[config.mk]
export PLATFORM = sky130hd
export DESIGN_NAME = psnm_match
export DESIGN_NICKNAME = d
export VERILOG_FILES = /design/src/rtl/psnm_pkg.sv /design/src/rtl/psnm_match.sv
export SDC_FILE = /design/constraint.sdc
export NUM_CORES = 1
export LEC_CHECK = 0
export ABC_AREA = 0
export BUFFER_PORTS_ARGS = -buffer_cell sky130_fd_sc_hd__buf_2
export CAP_MARGIN = 20
export CORE_MARGIN = 3
export CORE_UTILIZATION = 40
export DETAILED_ROUTE_END_ITERATION = 7
export GPL_ROUTABILITY_DRIVEN = 0
export GPL_TIMING_DRIVEN = 0
export MAX_ROUTING_LAYER = met4
export PLACE_DENSITY = 0.6
export SYNTH_ARGS = -nofsm -noshare
export SYNTH_HDL_FRONTEND = slang
export SYNTH_SLANG_ARGS = --single-unit
[constraint.sdc]
create_clock -name vclk -period 10.1
set_input_delay 2.02 -clock vclk [all_inputs]
set_output_delay 2.02 -clock vclk [all_outputs]
set_load 0.005 [all_outputs]
[src/rtl/psnm_pkg.sv]
// psnm_pkg: shared types and constants of the point set near match block
// item and point structs, item kind codes, field widths and reset values
// depends on nothing
package psnm_pkg;

  localparam int unsigned CoordBits        = 24;
  localparam int unsigned TolBits          = 23;
  localparam int unsigned MaxPointsDefault = 1024;
  localparam logic [TolBits-1:0] TolReset  = TolBits'(80);

  typedef enum logic [1:0] {
    KIND_CLEAR = 2'd0,
    KIND_LOAD  = 2'd1,
    KIND_QUERY = 2'd2
  } kind_e;

  typedef struct packed {
    logic [1:0]                  kind;
    logic signed [CoordBits-1:0] pos_x;
    logic signed [CoordBits-1:0] pos_y;
  } in_item_t;

  typedef struct packed {
    logic near;
    logic overflow;
  } out_item_t;

  typedef struct packed {
    logic signed [CoordBits-1:0] x;
    logic signed [CoordBits-1:0] y;
  } point_t;

  localparam int unsigned PointBits = $bits(point_t);

endpackage

[src/rtl/psnm_match.sv]
// psnm_match: chebyshev box test of one stored point against the query point
// depends on psnm_pkg for the point type and widths
module psnm_match (
  input  psnm_pkg::point_t                  entry_i,
  input  psnm_pkg::point_t                  query_i,
  input  logic [psnm_pkg::TolBits-1:0]      tol_i,
  output logic                              match_o
);

  localparam int unsigned DiffW = psnm_pkg::CoordBits + 1;

  logic signed [DiffW-1:0] diff_x, diff_y;
  logic        [DiffW-1:0] abs_x, abs_y;
  logic        [DiffW-1:0] tol_ext;

  // exact differences, one bit wider than the coordinates
  assign diff_x = DiffW'(entry_i.x) - DiffW'(query_i.x);
  assign diff_y = DiffW'(entry_i.y) - DiffW'(query_i.y);
  assign abs_x  = diff_x[DiffW-1] ? DiffW'(-diff_x) : DiffW'(diff_x);
  assign abs_y  = diff_y[DiffW-1] ? DiffW'(-diff_y) : DiffW'(diff_y);
  assign tol_ext = {{(DiffW - psnm_pkg::TolBits){1'b0}}, tol_i};

  assign match_o = (abs_x <= tol_ext) && (abs_y <= tol_ext);

endmodule

==> results.sh, run 1 <==
export IMPL_rsz0062_at_grt="no"
export IMPL_finalSetupViolCount=0
export IMPL_drtPass1Iterations=4
export IMPL_cp_data_arrival_time_ps=7390
export IMPL_buffer_ports_inserted=120
export IMPL_ir_drop_v=0.00003151
export IMPL_ys_seq_area_share_pct=0
export IMPL_fp_dieH_um=117.8
export IMPL_tightestPinTransition_ps=789.2
export IMPL_core_um2=12110
export IMPL_pre_cts_ws_ps=660.8
export IMPL_antenna_found_initial=0
export IMPL_drtIter0Drc=242
export IMPL_drt_vias_per_instance=5.361
export IMPL_fp_dieW_um=117.8
export IMPL_synth_most_common_cell="ha_1"
export IMPL_grt_ovfl_total=0
export IMPL_path_cells="buf_2 > inv_1 > ha_1 > fa_1 > nand2b_1 > a211oi_2 > o211ai_1 > a2111oi_0 > o31ai_1 > a21oi_1 > a2bb2oi_1 > buf_2 > a31oi_1 > xor2_1 > ha_1 > a21o_1 > a21oi_1 > o21ai_0 > a21oi_1 > o221ai_1 > o21ai_0 > a31oi_1 > nor4_2 > buf_2"
export IMPL_netlist_cell_type_count=77
export IMPL_regArea_um2=0
export IMPL_critPathKind="primary input to output port"
export IMPL_fin_ws_ps=694.6
export IMPL_cts_resized=0
export IMPL_startpoint_type="primary input"
export IMPL_routed_wire_length_per_instance_um=12.80
export IMPL_drc_errors=0
export IMPL_tns_ps=0
export IMPL_finalHoldViolCount=0
export IMPL_rows=40
export IMPL_grt_pass1_wl_um=22800
export IMPL_syn_nets=946
export IMPL_crit_buf_inv=4
export IMPL_cp_slowest_cell="a2111oi_0"
export IMPL_hpwlAfterDp_um=11510
export IMPL_slew_headroom_pct=47.03
export IMPL_ys_warn_count=0
export IMPL_max_freq_mhz=106.3
export IMPL_cts_hold_buf=0
export IMPL_vias=5452
export IMPL_required_ps=8080
export IMPL_holdWs_ps=4743
export IMPL_yosysTopAreaCellShare_pct=24.01
export IMPL_postCtsSetupBuffers=0
export IMPL_routed_wirelength_um=13010
export IMPL_grt_use_total_pct=18.63
export IMPL_max_cap_violations=0
export IMPL_path_max_fanout=10
export IMPL_leakagePower_nw=2.999
export IMPL_synth_area_top_cells="ha_1 24%, a21oi_1 7.6%, xor2_1 6.8%"
export IMPL_avgSynthCellArea_um2=6.864
export IMPL_ant_nets=0
export IMPL_cpPeakStageDelay_ps=620
export IMPL_synth_top_area_cell="ha_1"
export IMPL_cp_top_family="compound AO/OA/AOI/OAI gates"
export IMPL_initial_core_util_pct=41.31
export IMPL_nNetsFinal=1068
export IMPL_finalMaxSlewViolations=0
export IMPL_die_area_um2=13890
export IMPL_nClkBuffers=0
export IMPL_diodes=0
export IMPL_io_pin_count=120
export IMPL_status="finished, final reports clean"
export IMPL_syn2layout_area_growth_pct=16.20
export IMPL_synth_common_cells="96 x ha_1, 87 x inv_1, 76 x a21oi_1, 67 x nor2_1"
export IMPL_fin_crit_ps=9405
export IMPL_layout_drive_gt1_share_pct=16.73
export IMPL_synth_area_um2=5004
export IMPL_worst_hold_path_type="primary input to output port"
export IMPL_grt_max_degree=11
export IMPL_grt_pass1_vias=5447
export IMPL_power_density_nw_per_um2=84.02
export IMPL_n_sequential_cell=0
export IMPL_syn_inst=729
export IMPL_post_route_period_util_pct=93.12
export IMPL_cp_end_kind="output port"
-- cells in the final DEF (no fill, tap or decap), types with 4 or more instances in the layout --
cell type,count
ha_1,96
o21a_1,4
o2111ai_1,4
xnor2_1,34
a311oi_1,4
nand3_1,11
nand2b_1,7
nand2_1,39
inv_1,87
nor2_1,67
a21oi_1,76
nor3_1,18
and3_1,7
and2_1,7
or3_1,8
a31oi_1,9
o31a_1,4
xor2_1,39
a211oi_1,7
nor2b_1,14
clkbuf_1,14
o21ai_0,31
a21o_1,24
a211o_1,4
nor4_1,12
buf_2,123
o21bai_1,4
nand4_1,13
o211ai_1,7
o31ai_1,6
-- cell families (layout without fill, tap and decap cells) --
family                   after synthesis  after routing  share of synthesized area [%]
AO/OA/AOI/OAI                        221            221                          29.31
adder cells (fa/ha/maj)               98             98                          24.81
XOR/XNOR                              73             73                          12.78
buffers and inverters                104            224                          7.877
multiplexers                           4              4                         0.8252
AND/OR/NAND/NOR                      229            229                          24.41
-- per-layer routing --
metal,up-vias,GRT usage (%),wire length [um]
met5,-,-,0
met4,0,1.465,87
met3,6,0.6728,343
met2,92,37.51,6896
met1,2450,21.04,5688
li1,2904,-,-
-- final timing paths --
check        start  slack [ps]  cells past startpoint      end
max    entry_i[24]         690                     24  match_o
min    entry_i[47]        4740                      6  match_o
-- stage by stage --
| step | util, % | total power (W) | cell area, um^2 | cells |
|---|---|---|---|---|
| floorplan | - | 0.0003745 | 5004 | 729 |
| finish | 48.01 | 0.0004885 | 5814 | 1017 |
| CTS | 48.01 | 0.0004903 | 5814 | 1017 |
| global placement | 48.01 | 0.0004680 | 5814 | 1017 |
| detailed placement | 48.01 | 0.0004865 | 5814 | 1017 |
| global route | 48.01 | 0.0005606 | 5814 | 1017 |
-- where the power goes --
group | internal [W] | total (W) | switching (W) | leakage, nW
sequential | 0 | 0 | 0 | 0
combinational | 0.000214 | 0.000489 | 0.000275 | 3.00
clock | 0 | 0 | 0 | 0
total | 0.000214 | 0.000489 | 0.000275 | 3.00
-- tightest hold or removal path: stages --
cell and delay, ps:
buf_2 80, ha_1 150, xnor2_1 120, a21oi_2 160, nor4_2 70, buf_2 120
-- layout make-up --
type	count	area, um^2
buffer	17	67.56
fill	1258	6297
inverter	87	326.6
multi-input combinational	625	4609
tap	168	210.2
timing repair buffer	120	600.6
Note: power is estimated with default switching activity, not from simulation.
==> run 2: changes to the inputs <==
--- a/config.mk
+++ b/config.mk
@@ -12,7 +12,6 @@
 export CORE_UTILIZATION = 40
 export DETAILED_ROUTE_END_ITERATION = 7
 export GPL_ROUTABILITY_DRIVEN = 0
-export GPL_TIMING_DRIVEN = 0
 export MAX_ROUTING_LAYER = met4
 export PLACE_DENSITY = 0.6
 export SYNTH_ARGS = -nofsm -noshare
==> run 2 against run 1 <==
Hold slack gained 5.8 ps; sequential cell count unchanged; design area fell by 0.90%; global-route usage down 0.63 points; combinational power hardly changed; utilization fell by 0.43 points; critical path depth did not move; first-iteration DRC count down 24%; final cell count fell by 1.5%; highest routed layer unchanged.
==> results.sh, run 2 (synthesized netlist as in run 1, its figures left out) <==
export IMPL_status="finished, final reports clean"
export IMPL_max_freq_mhz=111.4
export IMPL_rows=40
export IMPL_antenna_found_initial=0
export IMPL_fillers=1291
export IMPL_path_depth=24
export IMPL_syn2layout_area_growth_pct=15.15
export IMPL_ant_nets=0
export IMPL_routed_wire_length_per_instance_um=12.99
export IMPL_rsz0062_at_grt="no"
export IMPL_path_max_fanout=25
export IMPL_layout_drive_gt1_share_pct=16.91
export IMPL_diodes=0
export IMPL_die_area_um2=13890
export IMPL_cp_top_family="compound AO/OA/AOI/OAI gates"
export IMPL_fin_crit_ps=8977
export IMPL_final_cell_mix="120 x buf_2, 96 x ha_1, 87 x inv_1, 76 x a21oi_1, 67 x nor2_1"
export IMPL_buffer_ports_inserted=120
export IMPL_finalMaxSlewViolations=0
export IMPL_n_sequential_cell=0
export IMPL_nClkBuffers=0
export IMPL_fp_dieW_um=117.8
export IMPL_cp_end_kind="output port"
export IMPL_hpwlAfterDp_um=11450
export IMPL_drtIter0Drc=184
export IMPL_postCtsSetupBuffers=0
export IMPL_grt_pass1_vias=5196
export IMPL_cp_data_arrival_time_ps=6960
export IMPL_ir_drop_v=0.00002971
export IMPL_finalHoldViolCount=0
export IMPL_io_pin_count=120
export IMPL_required_ps=8080
export IMPL_slew_headroom_pct=47.63
export IMPL_power_density_nw_per_um2=84.78
export IMPL_crit_path_start="entry_i[24]"
export IMPL_cpPeakStageDelay_ps=600
export IMPL_crit_buf_inv=4
export IMPL_cts_hold_buf=0
export IMPL_endpoint="match_o"
export IMPL_critPathKind="primary input to output port"
export IMPL_startpoint_type="primary input"
export IMPL_grt_pass1_wl_um=22010
export IMPL_final_common_cell="buf_2"
export IMPL_regArea_um2=0
export IMPL_path_cells="buf_2 > inv_1 > ha_1 > fa_1 > nand2b_1 > a211oi_2 > o211ai_1 > a2111oi_0 > o31ai_1 > a21oi_1 > a2bb2oi_1 > buf_4 > a31oi_1 > xor2_1 > ha_1 > a21o_1 > a21oi_1 > o21ai_0 > a21oi_1 > o221ai_1 > o21ai_0 > a31oi_1 > nor4_2 > buf_2"
export IMPL_initial_core_util_pct=41.31
export IMPL_tightestPinTransition_ps=780.3
export IMPL_drt_vias_per_instance=5.483
export IMPL_drtPass1Iterations=4
export IMPL_post_route_period_util_pct=88.88
export IMPL_grt_use_total_pct=18.00
export IMPL_worst_hold_path_type="primary input to output port"
export IMPL_vias=5494
export IMPL_grt_ovfl_total=0
export IMPL_worstHoldPathCells=6
export IMPL_cp_slowest_cell="a2111oi_0"
export IMPL_tns_ps=0
export IMPL_finalSetupViolCount=0
export IMPL_nNetsFinal=1053
export IMPL_drc_errors=0
export IMPL_cts_resized=0
export IMPL_routed_wirelength_um=13020
export IMPL_max_cap_violations=0
export IMPL_fp_dieH_um=117.8
export IMPL_leakagePower_nw=2.981
export IMPL_core_um2=12110
export IMPL_grt_max_degree=26
export IMPL_critPathMostFrequentCell="a21oi_1"
export IMPL_post_route_util_pct=47.57
==> run 2: how the worst min path moves through the flow <==
stage,endpoint,startpoint
floorplan,match_o,entry_i[47]
global placement,match_o,entry_i[47]
detailed placement,match_o,entry_i[47]
CTS,match_o,entry_i[47]
global route,match_o,entry_i[47]
finish,match_o,entry_i[47]
==> run 2: power by group <==
part	internal, W	total, W	switching, W
Sequential	0	0	0
Combinational	0.000214	0.000489	0.000274
Clock	0	0	0
Total	0.000214	0.000489	0.000274
==> run 2: through the flow <==
| step | instances | hold slack (ps) | total power, W | area (um^2) | worst slack (ps) |
|---|---|---|---|---|---|
| CTS | 1002 | 4756 | 0.0004887 | 5762 | 1134 |
| finish | 1002 | 4749 | 0.0004885 | 5762 | 1123 |
| global route | 1002 | 4792 | 0.0005551 | 5762 | 747.9 |
| global placement | 1002 | 4740 | 0.0004687 | 5762 | 1268 |
| floorplan | 729 | 4451 | 0.0003745 | 5004 | 1779 |
| detailed placement | 1002 | 4756 | 0.0004849 | 5762 | 1155 |
==> run 2: final cells by class <==
type,instances,area (um^2),area share [%]
repair buffers,122,615.6,10.68
well taps,168,210.2,3.648
inverters,87,326.6,5.668
multi-input cells,625,4609,80.00
==> run 2: worst min-delay path: stages <==
cell and delay, ps:
buf_2 80, ha_1 150, xnor2_1 120, a21oi_2 160, nor4_2 70, buf_2 130
==> run 2: layer usage <==
metal | wire length [um] | vias up | track usage [%]
met5 | 0 | - | -
met4 | 41 | 0 | 0.5861
met3 | 359 | 4 | 0.3364
met2 | 6857 | 108 | 36.04
met1 | 5757 | 2504 | 21.01
li1 | - | 2878 | -
